`src/hw/rtl/fpa_pkg.sv`:
```
`timescale 1ns / 1ps
`default_nettype none
// ----------------------------------------------------------------------------
// fpa_pkg
// Shared types, constants and helper functions for the fixed-point ALU.
// ----------------------------------------------------------------------------
package fpa_pkg;

	localparam int FracBits = 8;
	localparam int DataW    = 32;
	// dividend is |a| << (FracBits + 1): one extra quotient bit for rounding
	localparam int QuoW     = DataW + 1 + FracBits;
	localparam int RemW     = DataW;

	localparam logic [DataW-1:0] MaxVal = 32'h7fff_ffff;
	localparam logic [DataW-1:0] MinVal = 32'h8000_0000;

	typedef enum logic [3:0] {
		OP_ADD, OP_SUB, OP_MUL, OP_DIV, OP_GT, OP_LT, OP_GE, OP_LE,
		OP_EQ, OP_NE, OP_MIN, OP_MAX, OP_INC, OP_DEC, OP_ITOF, OP_TO_INT
	} op_t;

	typedef enum logic [1:0] {
		ST_OK   = 2'd0,
		ST_OVF  = 2'd1,
		ST_DIV0 = 2'd2
	} status_t;

	// Payload handed down the divider chain
	typedef struct packed {
		op_t              op;
		logic [DataW-1:0] res;
		logic             cmp;
		status_t          st;
		logic [63:0]      prod;
		logic             neg;
		logic [QuoW-1:0]  quo;
		logic [RemW-1:0]  rem;
		logic [DataW-1:0] den;
	} item_t;

	typedef struct packed {
		logic [DataW-1:0] val;
		status_t          st;
	} sat_t;

	// Signed magnitude to 32-bit two's complement, saturating
	function automatic sat_t sat_mag(input logic [63:0] m, input logic neg);
		sat_t r;
		r.st = ST_OK;
		if (neg) begin
			if (m > 64'h0000_0000_8000_0000) begin
				r.val = MinVal;
				r.st  = ST_OVF;
			end else begin
				r.val = 32'd0 - m[DataW-1:0];
			end
		end else begin
			if (m > 64'h0000_0000_7fff_ffff) begin
				r.val = MaxVal;
				r.st  = ST_OVF;
			end else begin
				r.val = m[DataW-1:0];
			end
		end
		return r;
	endfunction

	// 33-bit sum to 32 bits, saturating
	function automatic sat_t sat_sum(input logic [DataW:0] s);
		sat_t r;
		r.st  = ST_OK;
		r.val = s[DataW-1:0];
		if (s[DataW] != s[DataW-1]) begin
			r.st  = ST_OVF;
			r.val = s[DataW] ? MinVal : MaxVal;
		end
		return r;
	endfunction

endpackage
`default_nettype wire

```
`src/hw/rtl/fpa_div_cell.sv`:
```
`timescale 1ns / 1ps
`default_nettype none
// ----------------------------------------------------------------------------
// fpa_div_cell
// One restoring-division step: produces one quotient bit per cell.
// ----------------------------------------------------------------------------
module fpa_div_cell (
	input  wire logic           clk,
	input  wire logic           arst_n,
	input  wire logic           en,
	input  wire logic           in_valid,
	input  fpa_pkg::item_t      in_item,
	output logic                out_valid,
	output fpa_pkg::item_t      out_item
);
	import fpa_pkg::*;

	logic            valid_q;
	item_t           item_q;
	item_t           item_d;
	logic [RemW:0]   shifted;
	logic [RemW+1:0] diff;
	logic            q_bit;

	// shift in next dividend bit, trial subtract
	always_comb begin
		item_d  = in_item;
		shifted = {in_item.rem, in_item.quo[QuoW-1]};
		diff    = {1'b0, shifted} - {2'b00, in_item.den};
		q_bit   = !diff[RemW+1];
		item_d.rem = q_bit ? diff[RemW-1:0] : shifted[RemW-1:0];
		item_d.quo = {in_item.quo[QuoW-2:0], q_bit};
	end

	always_ff @(posedge clk or negedge arst_n) begin
		if (!arst_n) begin
			valid_q <= 1'b0;
		end else if (en) begin
			valid_q <= in_valid;
		end
	end

	always_ff @(posedge clk) begin
		if (en) begin
			item_q <= item_d;
		end
	end

	assign out_valid = valid_q;
	assign out_item  = item_q;

endmodule
`default_nettype wire

```
`config.mk`:
```
export PLATFORM = sky130hd
export DESIGN_NAME = fpa_div_cell
export DESIGN_NICKNAME = d
export VERILOG_FILES = /design/src/hw/rtl/fpa_pkg.sv /design/src/hw/rtl/fpa_div_cell.sv
export SDC_FILE = /design/constraint.sdc
export NUM_CORES = 1
export LEC_CHECK = 0
export ABC_AREA = 1
export BUFFER_PORTS_ARGS = -buffer_cell sky130_fd_sc_hd__buf_2
export CAP_MARGIN = 20
export CORE_AREA = 2 2 166 168
export DETAILED_ROUTE_END_ITERATION = 8
export DIE_AREA = 0 0 168 170
export SYNTH_ARGS = -nofsm -noshare
export SYNTH_HDL_FRONTEND = slang
export SYNTH_SLANG_ARGS = --single-unit
export TNS_END_PERCENT = 10
```
`constraint.sdc`:
```
create_clock -name clk -period 1 [get_ports clk]
set_clock_uncertainty 0.2 [all_clocks]
set_input_delay 0.2 -clock clk [delete_from_list [all_inputs] [get_ports clk]]
set_output_delay 0.2 -clock clk [all_outputs]
set_load 0.01 [all_outputs]
```
==> Word level (Yosys, flattened, before mapping) <==
Cells that the tools add are included.
{ "classes": {"add_sub_neg": 1, "n_mul": 0, "div": 0, "order_cmp": 0, "n_eq_ne": 0, "n_shift": 0, "n_mux": 1, "bitwise_logic": 0, "n_reduce_logical": 1} }
{ "op_table": {"columns": ["op", "count"], "rows": [
  ["$sub 33x32->34", 1],
  ["$mux 32", 1],
  ["$logic_not 1->1", 1]
]} }
{ "word_totals": {"reg_bits": 210, "latchBits": 0, "mem_bits_rw": 0, "rom_bits": 0, "in_bits": 213, "out_inout_bits": 210, "wordCells": 13, "memories": 0} }

==> Depth between registers and ports, before layout <==
{ "depth": {"depth_word": 2, "depth_mapped": 15} }

==> Worst setup path after synthesis <==
No wires, ideal clock.
{ "synth_path": {"kind": "input-to-reg", "from": "input port in_item[104] (netlist bit)", "to": "register item_q (netlist bit out_item[60]) (data pin)", "setup_ns": 0.252, "t_arrival_ns": 1.610, "setup_slack_ns": -1.063, "cell_stages": 14, "path_cell_list": "inv_1 -> ha_1 -> inv_1 -> fa_1 -> nand3_1 -> nand3_1 -> nand2_1 -> nand2_1 -> nand2_1 -> nand2_1 -> nand2_1 -> nand3_1 -> nand3_2 -> nand2_1"} }
{ "synth_lines": {"columns": ["item", "line_no", "source"], "rows": [
  ["from (decl)", "fpa_div_cell.sv:12", "input fpa_pkg::item_t in_item,"],
  ["to (signal assigned)", "fpa_div_cell.sv:45", "item_q <= item_d;"],
  ["to (decl)", "fpa_div_cell.sv:19", "item_t item_q;"]
]} }

==> results.json <==
{
  "syn-num-nets": 1096,
  "reg2reg_from": "out_valid",
  "crit_top_cell": "nand2_1",
  "cts.clk_slew.worst_paths_ps": 60,
  "via_count": 9368,
  "crit_type": "primary input to flip-flop",
  "hold_viol": 66,
  "worstSetupPathDepth": 14,
  "synth_cell_types": 32,
  "grt_overflow": 0,
  "slew_viol_final": 0,
  "seq_area_um2": 6300,
  "synth_edf_count": 209,
  "powerDensity_nw_per_um2": 1490,
  "cts.path.max_buffers": 3,
  "grt_pass1_vias": 9623,
  "post-route-util": 0.658,
  "grt_use_total": 0.263,
  "cts_tree": "done",
  "min_period_ps": 1650,
  "r2r_slack_ps": 20,
  "syn_area_um2": 9450,
  "worst-path-buf-inv": 5,
  "cap_violations": 0,
  "crit_required_ps": 1110,
  "crit_start": "in_item[104]",
  "critical_path.top_delay_family": "adder cells",
  "ys_warn_count": 0,
  "rr_worst_depth": 1,
  "mostFrequentLayoutCell": "buf_2",
  "switching_share": 0.281,
  "hpwlAfterDp_um": 26500,
  "cts_buffers": 25,
  "num_io_pins": 423,
  "worstPathArrival_ps": 1750,
  "synthCells": 850,
  "finalWorstSetupSlack_ps": -646,
  "port_buffers": 422,
  "hold_depth": 1,
  "cp-end-kind": "flip-flop",
  "violations": "negative hold slack, negative setup slack",
  "die_width_um": 168,
  "drive_gt1_frac": 0.519,
  "grt_pass1_wl_um": 56100,
  "status": "finished, violations left",
  "drt-total-wl_um": 39500,
  "whs_endpoint": "out_item[0]",
  "max_freq_mhz": 607,
  "clock_latency_ps": 530,
  "antenna_left": 0,
  "p_sw_uw": 7350,
  "tightest_slew_ps": 270,
  "crit_chain": "buf_6 > clkinv_4 > ha_4 > inv_4 > fa_2 > nand3_2 > nand3_2 > nand2_1 > nand2_2 > buf_6 > buf_4 > xor2_1 > nand2_1 > nand2_1",
  "fin_crit_sh": 1.65,
  "tns_ps": -115350,
  "wire_per_inst_um": 19.6,
  "multi_input_area_um2": 3700,
  "whs_ps": -321,
  "htree_levels": 1,
  "slowest_stage": "fa_2",
  "pwr-share-clk": 0.343,
  "grt_max_degree": 47,
  "drt_pre_antenna_iters": 4,
  "place_congestion": 0.876,
  "avgViaCountPerCell": 4.65,
  "hold_class": "primary input to flip-flop",
  "critPathMaxFanout": 4,
  "fillCellCount": 2018,
  "rsz0062_at_grt": "true",
  "cts_sinks": 210,
  "slew-limit-headroom": 0.819,
  "setup_viol": 243,
  "drc": 0,
  "final_nets": 1895,
  "antenna_found_initial": 12,
  "combPwrFrac": 0.242,
  "p_int_uw": 18800,
  "start_kind": "primary input",
  "p_leak_uw": 0.00811,
  "drt-initial-drc-count": 512,
  "r2r_end": "out_valid",
  "root_buffer": "clkbuf_16",
  "syn2layout_area_growth_pct": 85.7,
  "synthArstFlopShare": 0.00476,
  "layout_common_cells": "buf_2 (398), edfxtp_1 (209), dlygate4sd3_1 (201)",
  "ir_drop_mv": 1.17,
  "row_count": 60,
  "ys_seq_area_frac": 0.667,
  "syn_area_per_cell_um2": 11.1,
  "min_from": "in_item[0]",
  "start_util": 0.355,
  "p_seq_frac": 0.415,
  "critPathMaxStageDelay_ps": 430,
  "fp.dieH_um": 170,
  "synth_ff_type": "edfxtp_1",
  "dieArea_um2": 28600,
  "core-area_um2": 26700,
  "ys_ff_latch": 210
}
metal layers:
layer  routed length, µm  vias to the layer above  part of all wire  global-route usage
met3                2680                      103             0.068              0.0679
met2               20000                      358              0.51               0.469
met5                  80                        -            0.0020                   0
met1               14700                     4478              0.37               0.302
met4                1990                       12             0.050               0.105
li1                    -                     4417                 -                   -
timing repair:
action / in CTS / in global routing
cloned: 8 / 2
resized for setup: 200 / 94
endpoints found under the setup margin: 243 / 243
hold buffers: 199 / 2
endpoints found under the hold margin: 321 / 66
setup buffers: 20 / 12
pin swaps: 28 / 48
worst max-delay path by stage:
stage                    endpoint
floorplan            out_item[60]
global placement     out_item[62]
detailed placement   out_item[32]
CTS                 out_item[110]
global route         out_item[60]
finish               out_item[40]
flip-flops by register name (all words and copies together), names as in the netlist:
name,count
out_item,209
out_valid,1
power by group through the flow:
stage	logic (µW)	clock network [µW]	registers [µW]
2_1_floorplan	1590	0	11500
3_3_place_gp	4500	0	11000
3_5_place_dp	4550	0	11000
4_1_cts	5890	9160	10800
5_1_grt	6780	9470	10900
6_report	6340	8970	10900
cell families (layout without fill, tap and decap cells):
family | Yosys count | in the layout | synth area share
AOI/OAI and AO/OA | 23 | 23 | 0.0134
xor gates and xnor gates | 15 | 15 | 0.0139
adders and majority gates | 33 | 33 | 0.0445
buffers and inverters | 154 | 966 | 0.0655
DFF | 210 | 210 | 0.667
muxes | 1 | 1 | 0.00119
other | 0 | 6 | 0
and+or+nand+nor | 414 | 420 | 0.195
cell type report:
class	count	area share
well taps	341	0.0243
clock inverters	18	0.00949
inverters	145	0.0326
multi-input cells	492	0.211
clock buffers	28	0.0363
repair buffers	775	0.326
diodes	6	0.000856
flip-flops and latches	210	0.359
cell usage after synthesis, types with 4 or more instances:
master | n | area share
and2_1 | 10 | 0.0066
edfxtp_1 | 209 | 0.66
ha_1 | 32 | 0.042
nand3_1 | 58 | 0.031
buf_2 | 5 | 0.0026
nand3_2 | 14 | 0.015
nand2_2 | 4 | 0.0026
inv_1 | 142 | 0.056
nand2_1 | 264 | 0.10
xor2_1 | 15 | 0.014
nand3b_1 | 5 | 0.0040
a21oi_1 | 18 | 0.0095
nor2_1 | 40 | 0.016
nand4_1 | 7 | 0.0046
through the flow:
step	hold WS, ps	cell area, µm²	cells	setup slack [ps]	total power, µW
2_1_floorplan	-296	9670	850	-909	13000
3_3_place_gp	-204	13100	1720	-1290	15500
3_5_place_dp	-204	13100	1720	-1340	15600
4_1_cts	-336	17000	1993	-611	25900
5_1_grt	-329	17500	2014	-732	27200
6_report	-321	17500	2015	-646	26200
(Power assumes the default switching activity.)
