`src/hw/rtl/fpa_pkg.sv`:
```
`timescale 1ns / 1ps
`default_nettype none
// ----------------------------------------------------------------------------
// fpa_pkg
// Shared types, constants and helper functions for the fixed-point ALU.
// ----------------------------------------------------------------------------
package fpa_pkg;

	localparam int FracBits = 8;
	localparam int DataW    = 32;
	// dividend is |a| << (FracBits + 1): one extra quotient bit for rounding
	localparam int QuoW     = DataW + 1 + FracBits;
	localparam int RemW     = DataW;

	localparam logic [DataW-1:0] MaxVal = 32'h7fff_ffff;
	localparam logic [DataW-1:0] MinVal = 32'h8000_0000;

	typedef enum logic [3:0] {
		OP_ADD, OP_SUB, OP_MUL, OP_DIV, OP_GT, OP_LT, OP_GE, OP_LE,
		OP_EQ, OP_NE, OP_MIN, OP_MAX, OP_INC, OP_DEC, OP_ITOF, OP_TO_INT
	} op_t;

	typedef enum logic [1:0] {
		ST_OK   = 2'd0,
		ST_OVF  = 2'd1,
		ST_DIV0 = 2'd2
	} status_t;

	// Payload handed down the divider chain
	typedef struct packed {
		op_t              op;
		logic [DataW-1:0] res;
		logic             cmp;
		status_t          st;
		logic [63:0]      prod;
		logic             neg;
		logic [QuoW-1:0]  quo;
		logic [RemW-1:0]  rem;
		logic [DataW-1:0] den;
	} item_t;

	typedef struct packed {
		logic [DataW-1:0] val;
		status_t          st;
	} sat_t;

	// Signed magnitude to 32-bit two's complement, saturating
	function automatic sat_t sat_mag(input logic [63:0] m, input logic neg);
		sat_t r;
		r.st = ST_OK;
		if (neg) begin
			if (m > 64'h0000_0000_8000_0000) begin
				r.val = MinVal;
				r.st  = ST_OVF;
			end else begin
				r.val = 32'd0 - m[DataW-1:0];
			end
		end else begin
			if (m > 64'h0000_0000_7fff_ffff) begin
				r.val = MaxVal;
				r.st  = ST_OVF;
			end else begin
				r.val = m[DataW-1:0];
			end
		end
		return r;
	endfunction

	// 33-bit sum to 32 bits, saturating
	function automatic sat_t sat_sum(input logic [DataW:0] s);
		sat_t r;
		r.st  = ST_OK;
		r.val = s[DataW-1:0];
		if (s[DataW] != s[DataW-1]) begin
			r.st  = ST_OVF;
			r.val = s[DataW] ? MinVal : MaxVal;
		end
		return r;
	endfunction

endpackage
`default_nettype wire

```
`src/hw/rtl/fpa_pre.sv`:
```
`timescale 1ns / 1ps
`default_nettype none
// ----------------------------------------------------------------------------
// fpa_pre
// Input register, simple operations, multiplier and divider setup.
// ----------------------------------------------------------------------------
module fpa_pre (
	input  wire logic                          clk,
	input  wire logic                          arst_n,
	input  wire logic                          en,
	input  wire logic                          in_valid,
	input  wire logic [3:0]                    in_op,
	input  wire logic [fpa_pkg::DataW-1:0]     in_a,
	input  wire logic [fpa_pkg::DataW-1:0]     in_b,
	output logic                               out_valid,
	output fpa_pkg::item_t                     out_item
);
	import fpa_pkg::*;

	logic             valid_s1;
	op_t              op_s1;
	logic [DataW-1:0] a_s1, b_s1;
	logic             valid_s2;
	item_t            item_s2;
	item_t            item_d;
	logic [DataW-1:0] mag_a, mag_b;
	logic             a_lt_b, a_eq_b;
	sat_t             sr;

	// input beat register
	always_ff @(posedge clk or negedge arst_n) begin
		if (!arst_n) begin
			valid_s1 <= 1'b0;
		end else if (en) begin
			valid_s1 <= in_valid;
		end
	end

	always_ff @(posedge clk) begin
		if (en) begin
			op_s1 <= op_t'(in_op);
			a_s1  <= in_a;
			b_s1  <= in_b;
		end
	end

	// operation decode
	always_comb begin
		mag_a  = a_s1[DataW-1] ? 32'd0 - a_s1 : a_s1;
		mag_b  = b_s1[DataW-1] ? 32'd0 - b_s1 : b_s1;
		a_lt_b = $signed(a_s1) < $signed(b_s1);
		a_eq_b = a_s1 == b_s1;
		sr     = '{val: '0, st: ST_OK};

		item_d      = '0;
		item_d.op   = op_s1;
		item_d.prod = 64'($signed(a_s1) * $signed(b_s1));
		item_d.neg  = a_s1[DataW-1] ^ b_s1[DataW-1];
		item_d.quo  = {mag_a, (FracBits + 1)'(0)};
		item_d.den  = mag_b;

		case (op_s1)
			OP_ADD: sr = sat_sum({a_s1[DataW-1], a_s1} + {b_s1[DataW-1], b_s1});
			OP_SUB: sr = sat_sum({a_s1[DataW-1], a_s1} - {b_s1[DataW-1], b_s1});
			OP_MUL: sr = '{val: '0, st: ST_OK};
			OP_DIV: begin
				if (b_s1 == '0) begin
					sr.st = ST_DIV0;
					if (a_s1 == '0)           sr.val = '0;
					else if (a_s1[DataW-1])   sr.val = MinVal;
					else                      sr.val = MaxVal;
				end
			end
			OP_GT:     item_d.cmp = !a_lt_b && !a_eq_b;
			OP_LT:     item_d.cmp = a_lt_b;
			OP_GE:     item_d.cmp = !a_lt_b;
			OP_LE:     item_d.cmp = a_lt_b || a_eq_b;
			OP_EQ:     item_d.cmp = a_eq_b;
			OP_NE:     item_d.cmp = !a_eq_b;
			OP_MIN:    sr.val = (a_lt_b || a_eq_b) ? a_s1 : b_s1;
			OP_MAX:    sr.val = !a_lt_b ? a_s1 : b_s1;
			OP_INC:    sr = sat_sum({a_s1[DataW-1], a_s1} + 33'd1);
			OP_DEC:    sr = sat_sum({a_s1[DataW-1], a_s1} - 33'd1);
			OP_ITOF:   sr = sat_mag(64'(mag_a) << FracBits, a_s1[DataW-1]);
			OP_TO_INT: sr.val = DataW'($signed(a_s1) >>> FracBits);
			default:   sr = '{val: '0, st: ST_OK};
		endcase
		item_d.res = sr.val;
		item_d.st  = sr.st;
	end

	always_ff @(posedge clk or negedge arst_n) begin
		if (!arst_n) begin
			valid_s2 <= 1'b0;
		end else if (en) begin
			valid_s2 <= valid_s1;
		end
	end

	always_ff @(posedge clk) begin
		if (en) begin
			item_s2 <= item_d;
		end
	end

	assign out_valid = valid_s2;
	assign out_item  = item_s2;

endmodule
`default_nettype wire

```
`config.mk`:
```
export PLATFORM = sky130hd
export DESIGN_NAME = fpa_pre
export DESIGN_NICKNAME = d
export VERILOG_FILES = /design/src/hw/rtl/fpa_pkg.sv /design/src/hw/rtl/fpa_pre.sv
export SDC_FILE = /design/constraint.sdc
export NUM_CORES = 2
export LEC_CHECK = 0
export ABC_AREA = 0
export BUFFER_PORTS_ARGS = -buffer_cell sky130_fd_sc_hd__buf_4
export CELL_PAD_IN_SITES_DETAIL_PLACEMENT = 1
export CELL_PAD_IN_SITES_GLOBAL_PLACEMENT = 1
export CORE_AREA = 2 2 423 425
export CTS_CLUSTER_DIAMETER = 30
export CTS_CLUSTER_SIZE = 40
export DETAILED_ROUTE_END_ITERATION = 8
export DIE_AREA = 0 0 425 427
export GPL_ROUTABILITY_DRIVEN = 0
export GPL_TIMING_DRIVEN = 0
export PLACE_DENSITY_LB_ADDON = 0.1
export SLEW_MARGIN = 20
export SYNTH_ARGS = -nofsm -noshare
export SYNTH_HDL_FRONTEND = slang
export SYNTH_SLANG_ARGS = --single-unit
```
`constraint.sdc`:
```
create_clock -name clk -period 20 [get_ports clk]
set_input_delay 0 -clock clk [delete_from_list [all_inputs] [get_ports clk]]
set_output_delay 0 -clock clk [all_outputs]
set_load 0.02 [all_outputs]
```
Word level (Yosys, flattened, before mapping)
Index checks and enable logic that the tools add are counted.
Widths: inputs -> output; s select.

storage, ports and cells
  bits in registers = 238
  input port bits = 72
  output and inout port bits = 210
  logic and storage cells = 75

cells by class
  $add $sub $neg = 7
  $mul = 1
  $lt $le $gt $ge = 3
  eq/ne operators = 19
  multiplexer cells = 23
  bitwise logic cells = 1
  reduce and logical (&&, ||, !) cells = 7

operators with widths
  kind                   count
  $mux 32                11
  $pmux 32 s9            1
  $mux 34                6
  $sub 1x32->32 const A  3
  $logic_not 32->1       2
  $mul 32x32->64         1
  $gt 40x31->1 const B   1
  $gt 40x32->1 const B   1
  $add 32x2->33 const B  1
  $add 32x32->33         1
  $sub 32x2->33 const B  1
  $sub 32x32->33         1
  $eq 32x32->1           1
  $eq 4x4->1 const B     8
  $lt 32x32->1           1
  $mux 31                1
  $eq 4x3->1 const B     4
  $pmux 2 s6             1
  $pmux 1 s6             1
  $eq 4x1->1 const B     1
  $eq 4x2->1 const B     1
  $logic_not 4->1        1
  $ne 1x1->1             4
  $logic_not 1->1        2
  other kinds (4)        5

Depth between registers and ports, before layout
  word-level depth = 6
  depth in mapped cells = 35
  depth with buffers taken out = 28

Worst setup path after synthesis
OpenSTA, ideal clock, no wires.

  kind = register -> register
  start = register a_s1[31]
  end = register item_s2, in the netlist out_item[163] (data pin)
  setup time = 0.265 ns
  data arrival time = 9.463 ns
  required time = 19.735 ns
  path slack = 10.272 ns
  cell stages (with the launch flop) = 33
  path buffers = 7
  clock period less this slack = 9.728 ns
  path through = edfxtp_1 clkbuf_1 clkbuf_1 clkbuf_1 clkbuf_1 clkbuf_1 buf_1 buf_1 nand2_1 inv_1 fa_1 fa_1 inv_1 fa_1 inv_1 fa_1 inv_1 fa_1 inv_1 fa_1 inv_1 fa_1 inv_1 fa_1 ha_1 nand2_1 nor2_1 nand3_1 a21oi_1 nor4b_1 o21bai_1 and4b_1 or3_1

RTL lines
  what                      RTL line        RTL
  start: declaration        fpa_pre.sv:22   logic [DataW-1:0] a_s1, b_s1;
  start signal: assignment  fpa_pre.sv:42   a_s1 <= in_a;
  end signal: assignment    fpa_pre.sv:102  item_s2 <= item_d;
  end: declaration          fpa_pre.sv:24   item_t item_s2;

==> reports/results.md <==
| Item | Value |
| --- | --- |
| Clock transition time at the flip-flop clock pins of the worst setup and hold paths | 0.04 ns |
| Worst-case clock buffer depth | 3 |
| Slowest CP cell | buf_1 |
| Number of antenna-violating nets in the routed design | 0 |
| Worst endpoint required time | 20.44 ns |
| Delay of the slowest cell on the worst path | 0.94 ns |
| Worst min-delay path class | primary input to flop |
| Share of async-settable or async-resettable flops after synthesis | 0.840% |
| Library cell appearing most often on the critical path | fa_1 |
| Number of rows in the core area | 155 |
| Global route total overflow | 0 |
| Number of buffers inserted during clock tree synthesis | 71 |
| Maximum achievable frequency | 0.0681 GHz |
| Xor/xnor cell area share of the yosys netlist | 4.17% |
| Wire length of the first global-routing pass | 370 mm |
| Vias in the first global route | 49000 |
| Post-synth EDFFs | 236 |
| Total routed wirelength | 259 mm |
| Floorplan Core Area | 177000 sq um |
| Share of the yosys chip area belonging to registers | 13.5% |
| Die area | 181000 sq um |
| First-pass iteration count of the detailed router | 5 |
| Max-cap violation count | 0 |
| Final setup TNS | 0 ns |
| Max Transition Viols Final | 0 |
| Hold Violations, Final | 0 |
| Biggest fanout along the worst timing path | 11 |
| Crit path buffers/inverters | 11 |
| Num ports | 282 |
| Die height | 427 um |
| Compound-Gate Fraction of Synth Area | 8.49% |
| Worst Setup Path Type | flop to flop |
| Summed instance area of the synthesized netlist | 52800 sq um |
| First-iteration detailed-routing DRC count | 3650 |
| Remaining DRCs | 0 |
| Fin nets | 7554 |
| #FFs+latches synth | 238 |
| Clock latency on the worst-skew pair | 0.71 ns |
| Arrival time at the worst endpoint | 15.13 ns |
| Worst hold slack | 0.0306 ns |
| Number of instances in the synthesized netlist | 5669 |
| Vias/cell | 5.21 |
| Unrepaired setup endpoints after global routing | false |
| Mux cell area share after synthesis | 0.989% |
| Post-Synthesis Mean Instance Area | 9.31 sq um |
| Routed length per placed instance | 30.2 um |
| Max-slew headroom at the worst pin | 12.1% |
| Number of buffers added on ports | 240 |
| H-tree Lvls | 3 |
| Chip Width | 425 um |
| Tightest Pin Transition | 1.32 ns |
| Synth Warn # | 0 |
| Main combinational cell family by area after synthesis | adder cells |
| Arithmetic-cell share of the synthesized area counting full adders, half adders and majority gates | 47.2% |
| Most common flop cell mapped by yosys | edfxtp_1 |
| Largest net degree at the start of global routing | 81 |
| Outcome | complete, no violations |
| Family with the most delay on the worst path | buffers and inverters |
| Period utilization | 73.4% |
| Post-synthesis cell type count | 95 |
| Fin Clk Skew | 0.0439 ns |
| Share of synthesized cell area in and, or, nand and nor gates | 14.8% |
| Number of sinks handled by clock tree synthesis | 238 |
| Initial antenna violation count | 38 |
| Syn-to-layout area delta | 16.6% |
| Final setup violating endpoints | 0 |
| Critical Path Start Type | flop |
| Crit path capture type | flop |
| Total global-route track usage | 29.0% |
| Half-perimeter wire length of the detailed placement result | 216 mm |
| Initial Utilization | 29.8% |
| Share of layout cells above drive strength 1 | 8.24% |
| Vias after detailed routing | 44600 |
| CTS root buf | clkbuf_16 |
| Clock tree from TritonCTS | done |
| Minimum clock period | 14.69 ns |
| Resized Gates After CTS | 0 |
## registers in the layout (all words and copies together) (netlist names)
name / flops
b_s1: 32
op_s1: 4
valid_s1: 1
out_valid: 1
a_s1: 32
out_item: 168
## cell usage after synthesis (13+ instances only)
cell         n  area, sq um
o211ai_1    22          165
buf_1       43          161
nand4_1     36          225
nor2_1     328         1230
a211oi_1    29          218
or3_1       25          156
nand2_1    618         2320
nand3_1     56          280
clkbuf_1   294         1100
o21a_1      13         97.6
and2_1     341         2130
mux2i_1     42          420
edfxtp_1   236         7090
a21oi_1    205         1030
nand2b_1    25          156
o21ai_0    141          706
ha_1       254         3180
nor4_1      30          188
nor3_1      48          240
inv_1     1067         4010
xor2_1      58          508
o31ai_1     19          143
a31oi_1     14         87.6
a221oi_1    19          166
nor2b_1     20          125
buf_4       42          315
and3_1      35          219
a21o_1      55          413
fa_1      1084        21700
xnor2_1    193         1690
o21bai_1    26          195
## stage by stage
| step | utilization, % | cell area [sq um] | std cells | setup WS (ns) |
|---|---|---|---|---|
| after floorplan | - | 52900 | 5709 | 10.27 |
| after global placement | 32.5 | 57700 | 8304 | 4.23 |
| after detailed placement | 32.7 | 58000 | 8316 | 5.24 |
| after CTS | 34.7 | 61500 | 8556 | 5.21 |
| after global routing | 34.7 | 61500 | 8559 | 4.81 |
| final | 34.7 | 61500 | 8574 | 5.31 |
## kinds of logic after synthesis
family	count (synthesis)
XOR/XNOR	251
adder cells (fa/ha/maj)	1339
AND/OR/NAND/NOR	1625
AO/OA/AOI/OAI	687
multiplexers	51
buffers and inverters	1477
other	1
flip-flops	238
## layout by cell type, fill, tap and decap left out, types with 30 or more instances in the layout
cell type and count:
clkinv_1 31, fa_1 1083, buf_4 284, nor4_1 30, xnor2_1 192, and2_1 341, xor2_1 58, inv_1 1067
nor3_1 46, ha_1 254, nand2_1 618, nand3_1 56, clkbuf_2 39, conb_1 41, edfxtp_1 236, clkbuf_16 73
o21ai_0 141, clkbuf_1 263, dlygate4sd3_1 110, a21o_1 55, nor2_1 328, a21oi_1 205, nand4_1 36, buf_1 31
and3_1 35, mux2i_1 42
## timing repair
| item | CTS | global route |
|---|---|---|
| hold endpoints to repair | 121 | 0 |
| hold buffers | 110 | 0 |
| buffers inserted | 0 | 0 |
## worst reg2reg max path, delay by kind of cell, from the launching register on
family	cells	cell delay, ns
and+or+nand+nor	6	1.81
adders and majority gates	9	4.27
DFF	1	0.93
buffers and inverters	11	5.79
AOI/OAI and AO/OA	3	1.64
## worst paths after layout
| kind | from | endpoint | slack (ns) | depth (start not counted) |
|---|---|---|---|---|
| max in group asynchronous | arst_n | out_valid$_DFFE_PN0P_ | 19.70 | 3 |
| max reg2reg | a_s1[31]$_DFFE_PP_ | out_item[163]$_DFFE_PP_ | 5.31 | 29 |
| min in group asynchronous | arst_n | valid_s1$_DFFE_PN0P_ | 0.17 | 3 |
| max | a_s1[31]$_DFFE_PP_ | out_item[163]$_DFFE_PP_ | 5.31 | 29 |
| min | in_b[26] | b_s1[26]$_DFFE_PP_ | 0.03 | 2 |
| min reg2reg | valid_s1$_DFFE_PN0P_ | valid_s1$_DFFE_PN0P_ | 0.51 | 1 |
## area by class of cell
class	instances	area (sq um)
clock buffers	81	1860
well taps	2355	2950
repair buffers	362	3100
inverters	1085	4070
diodes	18	45.0
flip-flops and latches	238	7140
clock inverters	49	531
plain buffers	392	1720
multi-input cells	3994	40100
fillers	20500	116000
## layer usage
metal	track usage, %	up-vias	share of wire [%]
li1	-	18500	-
met1	37.6	23800	41
met4	14.7	12	6.0
met5	0	-	0.025
met3	4.77	506	6.7
met2	46.9	1841	46
Power is left out: the tool's default activity adds up to more than one toggle a clock period on the data nets, which glitch-free logic cannot reach.
