==> src/hw/rtl/fpa_pkg.sv <==
`timescale 1ns / 1ps
`default_nettype none
// ----------------------------------------------------------------------------
// fpa_pkg
// Shared types, constants and helper functions for the fixed-point ALU.
// ----------------------------------------------------------------------------
package fpa_pkg;

	localparam int FracBits = 8;
	localparam int DataW    = 32;
	// dividend is |a| << (FracBits + 1): one extra quotient bit for rounding
	localparam int QuoW     = DataW + 1 + FracBits;
	localparam int RemW     = DataW;

	localparam logic [DataW-1:0] MaxVal = 32'h7fff_ffff;
	localparam logic [DataW-1:0] MinVal = 32'h8000_0000;

	typedef enum logic [3:0] {
		OP_ADD, OP_SUB, OP_MUL, OP_DIV, OP_GT, OP_LT, OP_GE, OP_LE,
		OP_EQ, OP_NE, OP_MIN, OP_MAX, OP_INC, OP_DEC, OP_ITOF, OP_TO_INT
	} op_t;

	typedef enum logic [1:0] {
		ST_OK   = 2'd0,
		ST_OVF  = 2'd1,
		ST_DIV0 = 2'd2
	} status_t;

	// Payload handed down the divider chain
	typedef struct packed {
		op_t              op;
		logic [DataW-1:0] res;
		logic             cmp;
		status_t          st;
		logic [63:0]      prod;
		logic             neg;
		logic [QuoW-1:0]  quo;
		logic [RemW-1:0]  rem;
		logic [DataW-1:0] den;
	} item_t;

	typedef struct packed {
		logic [DataW-1:0] val;
		status_t          st;
	} sat_t;

	// Signed magnitude to 32-bit two's complement, saturating
	function automatic sat_t sat_mag(input logic [63:0] m, input logic neg);
		sat_t r;
		r.st = ST_OK;
		if (neg) begin
			if (m > 64'h0000_0000_8000_0000) begin
				r.val = MinVal;
				r.st  = ST_OVF;
			end else begin
				r.val = 32'd0 - m[DataW-1:0];
			end
		end else begin
			if (m > 64'h0000_0000_7fff_ffff) begin
				r.val = MaxVal;
				r.st  = ST_OVF;
			end else begin
				r.val = m[DataW-1:0];
			end
		end
		return r;
	endfunction

	// 33-bit sum to 32 bits, saturating
	function automatic sat_t sat_sum(input logic [DataW:0] s);
		sat_t r;
		r.st  = ST_OK;
		r.val = s[DataW-1:0];
		if (s[DataW] != s[DataW-1]) begin
			r.st  = ST_OVF;
			r.val = s[DataW] ? MinVal : MaxVal;
		end
		return r;
	endfunction

endpackage
`default_nettype wire

==> src/hw/rtl/fpa_post.sv <==
`timescale 1ns / 1ps
`default_nettype none
// ----------------------------------------------------------------------------
// fpa_post
// Rounding and saturation of multiply and divide, final result select.
// ----------------------------------------------------------------------------
module fpa_post (
	input  wire logic                          clk,
	input  wire logic                          arst_n,
	input  wire logic                          en,
	input  wire logic                          in_valid,
	input  fpa_pkg::item_t                     in_item,
	output logic                               out_valid,
	output logic [fpa_pkg::DataW-1:0]          out_res,
	output logic                               out_cmp,
	output fpa_pkg::status_t                   out_st
);
	import fpa_pkg::*;

	localparam logic [63:0] RndMul = 64'd1 << (FracBits - 1);

	logic             valid_s1, valid_s2;
	op_t              op_s1;
	logic [DataW-1:0] res_s1, res_s2;
	logic             cmp_s1, cmp_s2;
	status_t          st_s1, st_s2;
	logic [63:0]      pmag_s1;
	logic             pneg_s1, neg_s1;
	logic [QuoW-1:0]  qdiv_s1;
	logic [63:0]      qmul;
	sat_t             sr;

	always_ff @(posedge clk or negedge arst_n) begin
		if (!arst_n) begin
			valid_s1 <= 1'b0;
			valid_s2 <= 1'b0;
		end else if (en) begin
			valid_s1 <= in_valid;
			valid_s2 <= valid_s1;
		end
	end

	// product magnitude, divide rounding (quotient has one extra bit)
	always_ff @(posedge clk) begin
		if (en) begin
			op_s1   <= in_item.op;
			res_s1  <= in_item.res;
			cmp_s1  <= in_item.cmp;
			st_s1   <= in_item.st;
			pneg_s1 <= in_item.prod[63];
			pmag_s1 <= in_item.prod[63] ? 64'd0 - in_item.prod : in_item.prod;
			neg_s1  <= in_item.neg;
			qdiv_s1 <= (in_item.quo + QuoW'(1)) >> 1;
		end
	end

	// saturate and select
	always_comb begin
		qmul = (pmag_s1 + RndMul) >> FracBits;
		sr   = '{val: res_s1, st: st_s1};
		if (op_s1 == OP_MUL) begin
			sr = sat_mag(qmul, pneg_s1);
		end else if (op_s1 == OP_DIV && st_s1 != ST_DIV0) begin
			sr = sat_mag(64'(qdiv_s1), neg_s1);
		end
	end

	always_ff @(posedge clk) begin
		if (en) begin
			res_s2 <= sr.val;
			st_s2  <= sr.st;
			cmp_s2 <= cmp_s1;
		end
	end

	assign out_valid = valid_s2;
	assign out_res   = res_s2;
	assign out_cmp   = cmp_s2;
	assign out_st    = st_s2;

endmodule
`default_nettype wire

==> config.mk <==
export PLATFORM = sky130hd
export DESIGN_NAME = fpa_post
export DESIGN_NICKNAME = d
export VERILOG_FILES = /design/src/hw/rtl/fpa_pkg.sv /design/src/hw/rtl/fpa_post.sv
export SDC_FILE = /design/constraint.sdc
export NUM_CORES = 1
export LEC_CHECK = 0
export BUFFER_PORTS_ARGS = -buffer_cell sky130_fd_sc_hd__buf_4
export CAP_MARGIN = 20
export CORE_MARGIN = 10
export CORE_UTILIZATION = 36
export CTS_CLUSTER_DIAMETER = 100
export CTS_CLUSTER_SIZE = 40
export DETAILED_ROUTE_END_ITERATION = 7
export PLACE_DENSITY_LB_ADDON = 0.1
export SYNTH_ARGS = -nofsm -noshare
export SYNTH_HDL_FRONTEND = slang
export SYNTH_SLANG_ARGS = --single-unit
export TNS_END_PERCENT = 30
==> constraint.sdc <==
create_clock -name clk -period 4.4 [get_ports clk]
set_input_delay 0.66 -clock clk [delete_from_list [all_inputs] [get_ports clk]]
set_output_delay 0.66 -clock clk [all_outputs]
set_load 0.02 [all_outputs]
Yosys cells after proc, flatten, opt, wreduce, memory -nomap -nowiden
Cells that the tools add are included.

operators by class
  equality and inequality tests = 3
  reduce and logical (&&, ||, !) cells = 1
  magnitude comparators = 4
  mux-type cells = 13
  bitwise gates (word level) = 0
  add/subtract/negate cells = 5
  div/mod/pow operators = 0
  shift-type cells = 0
  multipliers = 0

operator list
  kind                   number
  $mux 34                4
  $mux 32                4
  $add 64x8->64 const B  1
  $sub 1x32->32 const A  2
  $sub 1x64->64 const A  1
  $mux 63                1
  $gt 56x31->1 const B   1
  $gt 56x32->1 const B   1
  $add 41x1->41 const B  1
  $gt 40x31->1 const B   1
  $gt 40x32->1 const B   1
  $eq 4x2->1 const B     2
  $mux 1                 4
  $ne 2x2->1 const B     1
  $logic_and 1x1->1      1

word-level totals
  input bits = 213
  output and inout port bits = 36
  RAM bits = 0
  latch bits = 0
  ROM bits = 0
  register bits = 182
  memories kept = 0
  word-level logic and storage cells = 40

Logic depth before layout (Yosys ltp)
Gate-level depths: netlist of the first run.

  depth in word-level cells = 5
  gate-level depth with buffers = 13
  mapped depth without buffers = 11

Least setup slack after synthesis of the first run
Ideal clock, no wire load.

  kind = input-to-reg
  start = input in_item[125] (netlist bit)
  end = register pmag_s1[62], data pin
  cell stages on the path = 10
  setup slack = 0.359 ns
  data required time = 4.142 ns
  arrival = 3.782 ns
  cell sequence = or4_1 > or3_1 > or4_1 > buf_2 > or4_4 > nand4bb_4 > or4_4 > or3_4 > o31ai_4 > xnor2_1

on the way
  longest elaborated chain between the ends = 2

RTL lines
  what                    line            text
  start: declaration      fpa_post.sv:12  input fpa_pkg::item_t in_item,
  $sub 1x64->64           fpa_post.sv:51  pmag_s1 <= in_item.prod[63] ? 64'd0 - in_item.prod : in_item.prod;
  $mux 63                 fpa_post.sv:51
  end signal: assignment  fpa_post.sv:51
  end: declaration        fpa_post.sv:27  logic [63:0] pmag_s1;

No other way between the ends.
A chain may end at the register's enable or synchronous reset.

==> key figures, run 1 <==
Status
  • Outcome: completed

Synth
  • Mapped Avg Cell Area: 9.83 um^2
  • Post-synth EDFFs: 173
  • Post-synth ARST share: 1.14%
  • Most area-consuming cells after synthesis: edfxtp_1 (45%), xnor2_1 (8.4%), nand2_1 (3.4%)
  • Synth warn: 0
  • Count of cell types in the netlist: 81
  • Post-Synthesis Cells: 1173
  • Synth Flop Type: edfxtp_1
  • Post-synth top area cell: edfxtp_1
  • FF+latch count, synth: 175
  • Synth Cell Area: 11500 um^2
  • Post-Syn Nets: 1391
  • Synth top area share: 45.1%
  • Sequential element share of the synthesized area: 45.5%

STA
  • Setup Skew: 0.0142 ns
  • RSZ-0062 raised after global routing: no
  • Slew Limit Fails: 0
  • Sum Neg Setup Slack: 0 ns
  • Period utilization: 96.0%
  • Measured slew at the worst slew-check pin: 0.705 ns
  • Fmax achieved: 237 MHz
  • Final hold violations: 0
  • Hold Slack: 0.377 ns
  • Tmin final: 4.22 ns
  • Final setup fails: 0
  • Max_slew headroom: 52.8%

Power and ir drop
  • Power density over cell area: 314 nW/um^2
  • Leak: 4.86 nW
  • Max VDD drop: 0.000245 V

Final layout
  • Layout cells sized above 1: 21.9%
  • Final Net Count: 1590
  • Final core occ: 44.9%
  • Final Non-Filler Cells: 1787
  • Antenna fix cells: 0
  • Commonest non-fill, non-tap cells in the layout: buf_4 (232), edfxtp_1 (173), xnor2_1 (110), nand2_1 (103), nor2_1 (70)
  • Synthesis-to-layout area growth: 23.0%
  • Final Instance Area: 14200 um^2
  • Commonest non-fill, non-tap cell in the layout: buf_4

Die
  • Initial Util: 36.5%
  • Row count: 65
  • Die Ht: 199 um
  • Core area: 31600 um^2
  • Die area: 39600 um^2
  • I/O pin total: 249
  • Die Wd: 199 um

Routing
  • # DRC: 0
  • Drt total wl: 35500 um
  • Wire per inst: 19.9 um
  • Antenna-violating nets left: 0
  • Via density: 5.64
  • TritonRoute pass-1 iters: 6
  • DR iter-0 viols: 690
  • Via Count: 10100

Global routing
  • GRT overflow: 0
  • Antenna violations before repair: 0
  • Overall Global Routing Usage: 17.8%
  • Largest net degree at the start of global routing: 92
  • First-pass GRT wire length: 55000 um
  • Vias in the first global route: 9885

CTS
  • Clk slew on worst S/H paths: 0.08 ns
  • Root Driver: clkbuf_16
  • CTS tree: built
  • Htree depth: 4
  • Clock tree buffer depth: 2
  • CTS Buf Count: 17
  • Clock Latency Late Sink: 0.45 ns
  • Sink Count: 175

Critical path
  • RR Endpoint: out_res[7]
  • Slowest CP cell: or4_1
  • Critical path class: flop to flop
  • Crit. End Element: flop
  • Max stage delay on crit path: 0.70 ns
  • Max FO, Critical Path: 12
  • Startpoint Class: flop
  • CP Cell Sequence: nand4_1 > or4_1 > or4_1 > o21a_1 > a211oi_1 > nand4_1 > a2111oi_4 > buf_4 > buf_4 > nor2_1 > nor3_1
  • Critical Path AT: 4.47 ns
  • Worst EP required: 4.64 ns
  • FF-to-FF Start: pmag_s1[14]
  • Reg2reg setup slack: 0.18 ns
  • Worst Reg-to-Reg Cells: 11

Place
  • HPWL Detailed: 27400 um
  • Number of port buffers: 184
  • Routability cong.: 0.898
  • Placed Cells: 1751
  • Area after DPL: 13600 um^2

Worst hold path
  • Hold Path Class: input pin to flop
  • Hold path depth: 1
  • WHS Endpoint: res_s1[20]
  • Worst Min Path Start: in_item[193]

Flow run
  • # Max-Cap Violations: 0
[worst max path at each step]
stage	start	to	cells after the start	slack (ns)
6_report	pmag_s1[14]	out_res[7]	11	0.18
5_1_grt	pmag_s1[8]	out_res[12]	13	0.003
4_1_cts	pmag_s1[14]	out_res[12]	12	0.21
3_5_place_dp	in_item[125]	pmag_s1[62]	10	0.09
3_3_place_gp	in_item[125]	pmag_s1[62]	10	0.1
2_1_floorplan	in_item[125]	pmag_s1[62]	10	0.36
[power breakdown]
| group | switching (mW) | total (mW) | internal, mW |
|---|---|---|---|
| registers | 0.157 | 2.18 | 2.02 |
| clock network | 0.763 | 1.52 | 0.752 |
| logic | 0.413 | 0.762 | 0.348 |
| total | 1.33 | 4.46 | 3.12 |
[metrics by stage]
| step | power [mW] | setup WS (ns) |
|---|---|---|
| global route | 4.65 | 0.00317 |
| CTS | 4.49 | 0.209 |
| detailed placement | 2.97 | 0.0863 |
| finish | 4.46 | 0.177 |
| global placement | 2.97 | 0.0959 |
| floorplan | 2.58 | 0.359 |
[sequential cells by signal, summed over array words and instances, names as in the netlist]
register,flops
valid_s1,1
out_st,2
neg_s1,1
cmp_s1,1
qdiv_s1,40
out_res,32
out_valid,1
st_s1,2
pneg_s1,1
op_s1,4
res_s1,32
out_cmp,1
pmag_s1,57
[per-layer routing]
metal  vias up  track usage (%)  wire length (um)
met5         -                0                 0
met4         0             4.55               467
met3        24             3.33              1720
met2       270             28.2             16800
met1      4847             24.3             16500
li1       4940                -                 -
[cell type report]
| cell class | count | area [um^2] |
|---|---|---|
| well taps | 402 | 503 |
| inverters | 13 | 48.8 |
| clock inverters | 15 | 146 |
| multi-input cells | 929 | 6010 |
| flip-flops and latches | 175 | 5250 |
| fillers | 3042 | 17400 |
| clock buffers | 17 | 425 |
| repair buffers | 236 | 1800 |
[synthesized netlist by cell type, types with 12 or more instances]
master / instances
a21oi_1: 55
and2_1: 14
and3_1: 22
and4_1: 14
clkbuf_1: 42
edfxtp_1: 173
inv_1: 13
mux2i_1: 16
nand2_1: 103
nand3_1: 58
nand4_1: 40
nor2_1: 70
nor3_1: 36
nor4_1: 34
o21ai_0: 68
o22ai_1: 13
o31ai_1: 18
or2_2: 12
or3_1: 38
or4_1: 18
xnor2_1: 110
xor2_1: 26
[kinds of logic (layout without fill, tap and decap cells)]
| logic type | Yosys count | count (layout) | synth area share [%] |
|---|---|---|---|
| DFF | 175 | 175 | 45.5 |
| AOI/OAI and AO/OA | 263 | 263 | 15.2 |
| buffers and inverters | 69 | 281 | 2.45 |
| xor gates and xnor gates | 136 | 136 | 10.3 |
| adders and majority gates | 5 | 5 | 0.543 |
| and+or+nand+nor | 507 | 507 | 24.4 |
| muxes | 18 | 18 | 1.58 |
[critical path: cells and delay by family (launching register included)]
| family | cells | cell delay (ns) |
|---|---|---|
| AND/OR/NAND/NOR | 6 | 2.16 |
| flip-flops | 1 | 0.51 |
| AO/OA/AOI/OAI | 3 | 0.89 |
| buffers and inverters | 2 | 0.44 |
[repair_timing]
| action | 4_1_cts | 5_1_grt |
|---|---|---|
| setup endpoints to repair | 0 | 6 |
| hold buffers | 1 | 0 |
| gates resized for setup | 0 | 2 |
| endpoints found under the hold margin | 2 | 0 |
| buffers inserted | 0 | 3 |
(Power assumes the default switching activity.)
==> run 2: changes to the inputs <==
Settings changed: ABC_AREA set to 1, PLACE_DENSITY_LB_ADDON 0.1 to not set.
==> run 2 against run 1 <==
  * Synthesized cell count up 58%
  * Critical path type unchanged
  * Register-to-register slack gained 0.69 ns
  * Clock-buffer cell count stayed put
  * Worst setup slack improved by 0.69 ns
  * Routed wire length is 24% higher
  * Critical path depth grew 6
  * Die area grew 13%
  * Worst hold slack gained 0.0063 ns
  * Largest cell class unchanged
  * Clock power barely moved
  * Core utilization decreased by 1.7 points
  * Sequential power is essentially flat
  * First-iteration DRC count up 60%
  * Largest power group unchanged
==> key figures, run 2 <==
CTS
  • Htree depth: 4
  • CTS tree: built
  • CTS Buf Count: 17
  • Root Driver: clkbuf_16
  • Setup bufs post-CTS: 0
  • Clk slew on worst S/H paths: 0.08 ns
  • Clock tree buffer depth: 2
  • Sink Count: 175
  • Clock Latency Late Sink: 0.45 ns

STA
  • RSZ-0062 raised after global routing: no
  • Period utilization: 80.2%
  • Sum Neg Setup Slack: 0 ns
  • Final setup fails: 0
  • Max_slew headroom: 49.4%
  • Measured slew at the worst slew-check pin: 0.758 ns
  • Hold Slack: 0.384 ns
  • Final hold violations: 0
  • Setup Skew: 0.0206 ns
  • Slew Limit Fails: 0
  • Fmax achieved: 283 MHz
  • Tmin final: 3.53 ns

Routing
  • Via Count: 13000
  • Via density: 5.16
  • Wire per inst: 17.5 um
  • Antenna-violating nets left: 0
  • DR iter-0 viols: 1102
  • # DRC: 0
  • Drt total wl: 44000 um
  • TritonRoute pass-1 iters: 6

Power and ir drop
  • Leak: 6.44 nW
  • Power density over cell area: 292 nW/um^2
  • Max VDD drop: 0.000227 V

Synth
  • Post-synth ARST share: 1.14%
  • Count of cell types in the netlist: 42
  • Top-count cell post-synth: nand2_1
  • Post-synth EDFFs: 173
  • Synth Cell Area: 13200 um^2
  • Post-Syn Nets: 2070
  • Most area-consuming cells after synthesis: edfxtp_1 (39%), nand2_1 (15%), nor2_1 (9.0%)
  • Post-synth top area cell: edfxtp_1
  • Synth top area share: 39.3%
  • Mapped Avg Cell Area: 7.13 um^2
  • Synth Flop Type: edfxtp_1
  • Synth warn: 0
  • Post-Synthesis Cells: 1852
  • Top post-synthesis cells by count: nand2_1 (533), nor2_1 (316), inv_1 (183), edfxtp_1 (173), nand3_1 (137)
  • FF+latch count, synth: 175
  • Sequential element share of the synthesized area: 39.7%

Final layout
  • Top Registers: pmag_s1: 57 flops, qdiv_s1: 40 flops
  • Final core occ: 43.3%
  • Fill cells: 3763
  • Biggest register: pmag_s1
  • Synthesis-to-layout area growth: 19.3%
  • Commonest non-fill, non-tap cell in the layout: nand2_1
  • Antenna fix cells: 0
  • Layout cells sized above 1: 13.7%
  • Final Instance Area: 15800 um^2
  • Max reg flops: 57
  • Commonest non-fill, non-tap cells in the layout: nand2_1 (533), nor2_1 (316), buf_4 (195), inv_1 (183), edfxtp_1 (173)
  • Final Net Count: 2251
  • Final Non-Filler Cells: 2514

Global routing
  • First-pass GRT wire length: 67900 um
  • Antenna violations before repair: 0
  • Largest net degree at the start of global routing: 89
  • GRT overflow: 0
  • Vias in the first global route: 12300
  • Overall Global Routing Usage: 19.4%

Critical path
  • Crit. End Element: flop
  • Worst EP required: 4.59 ns
  • Reg2reg setup slack: 0.87 ns
  • Critical Path AT: 3.72 ns
  • FF-to-FF Start: pmag_s1[7]
  • Critical path class: flop to flop
  • Critical path startpoint: pmag_s1[7]
  • Startpoint Class: flop
  • Max FO, Critical Path: 7

Die
  • Row count: 70
  • Die Wd: 212 um
  • Die Ht: 212 um
  • Core area: 36400 um^2
  • I/O pin total: 249
  • Die area: 44800 um^2
  • Initial Util: 36.3%

Place
  • Number of port buffers: 184
  • Area after DPL: 15100 um^2
  • HPWL Detailed: 36200 um
  • Routability cong.: 0.966
  • Placed Cells: 2481

Status
  • Outcome: completed

Worst hold path
  • Hold Path Class: input pin to flop
  • Worst Min Path Start: in_item[205]

Flow run
  • # Max-Cap Violations: 0
run 2: changes by cell type in the layout (fill, tap and decap cells not counted), moves of 37 or more:
cell and delta:
nor2_1 +246, nand3_1 +79, xor2_1 +63, xnor2_1 -73
buf_4 -37, nand2_1 +430, inv_1 +170, or3_1 -37
run 2: worst max-delay path: stages, from the launching register on:
cell      delay, ns
edfxtp_1       0.44
ha_1           0.25
nand2_2        0.10
nor2_4         0.20
nand2_2        0.14
nor2_2         0.31
buf_4          0.21
nand3b_1       0.08
nand2_1        0.19
nor2_1         0.10
nand2_1        0.10
nor2_2         0.06
nand2_1        0.08
nor2_2         0.05
o21ai_1        0.54
nor2_1         0.08
nor2_1         0.26
nor2_1         0.08
run 2: area by class of cell:
| cell class | count | area [um^2] | share of cell area, % |
|---|---|---|---|
| well taps | 468 | 586 | 3.71 |
| multi-input cells | 1447 | 7090 | 45.0 |
| clock inverters | 15 | 186 | 1.18 |
| repair buffers | 198 | 1510 | 9.55 |
| clock buffers | 17 | 425 | 2.70 |
| flip-flops and latches | 175 | 5250 | 33.3 |
| inverters | 194 | 728 | 4.62 |
run 2: timing repair:
| action | 4_1_cts | 5_1_grt |
|---|---|---|
| hold buffers | 1 | 0 |
| hold endpoints to repair | 2 | 0 |
| gates resized for setup | 0 | 0 |
run 2: final timing paths:
path,end,cells past startpoint
worst min register to register,out_cmp,0
min in group asynchronous,valid_s1,2
worst max-delay path,out_res[12],17
worst min-delay path,op_s1[0],1
worst max register to register,out_res[12],17
max in group asynchronous,out_valid,2
run 2: metal layers:
metal  global-route usage, %  part of all wire [%]  vias up
li1                        -                     -     6500
met5                       0                     0        -
met2                    30.5                    46      417
met1                    27.3                    47     6018
met3                    2.65                   5.8       31
met4                    4.88                   1.4        0
run 2: logic make-up (layout without fill, tap and decap cells):
group	count (synthesis)	in the layout	share of synthesized area [%]
buffers and inverters	230	424	6.73
and+or+nand+nor	1166	1166	38.0
xor gates and xnor gates	126	126	8.35
AOI/OAI and AO/OA	150	150	6.76
adders and majority gates	5	5	0.474
DFF	175	175	39.7
run 2: report_power, final:
group	internal, mW	switching (mW)	leakage, nW
Clock	0.775	0.751	0.297
Combinational	0.339	0.575	4.43
Sequential	2.02	0.146	1.72
run 2: metrics by stage:
step | setup WS [ns] | total power [mW]
after CTS | 0.923 | 4.62
after global routing | 0.550 | 4.82
after global placement | 0.968 | 3.10
after floorplan | 1.60 | 2.66
final | 0.872 | 4.60
after detailed placement | 0.942 | 3.11
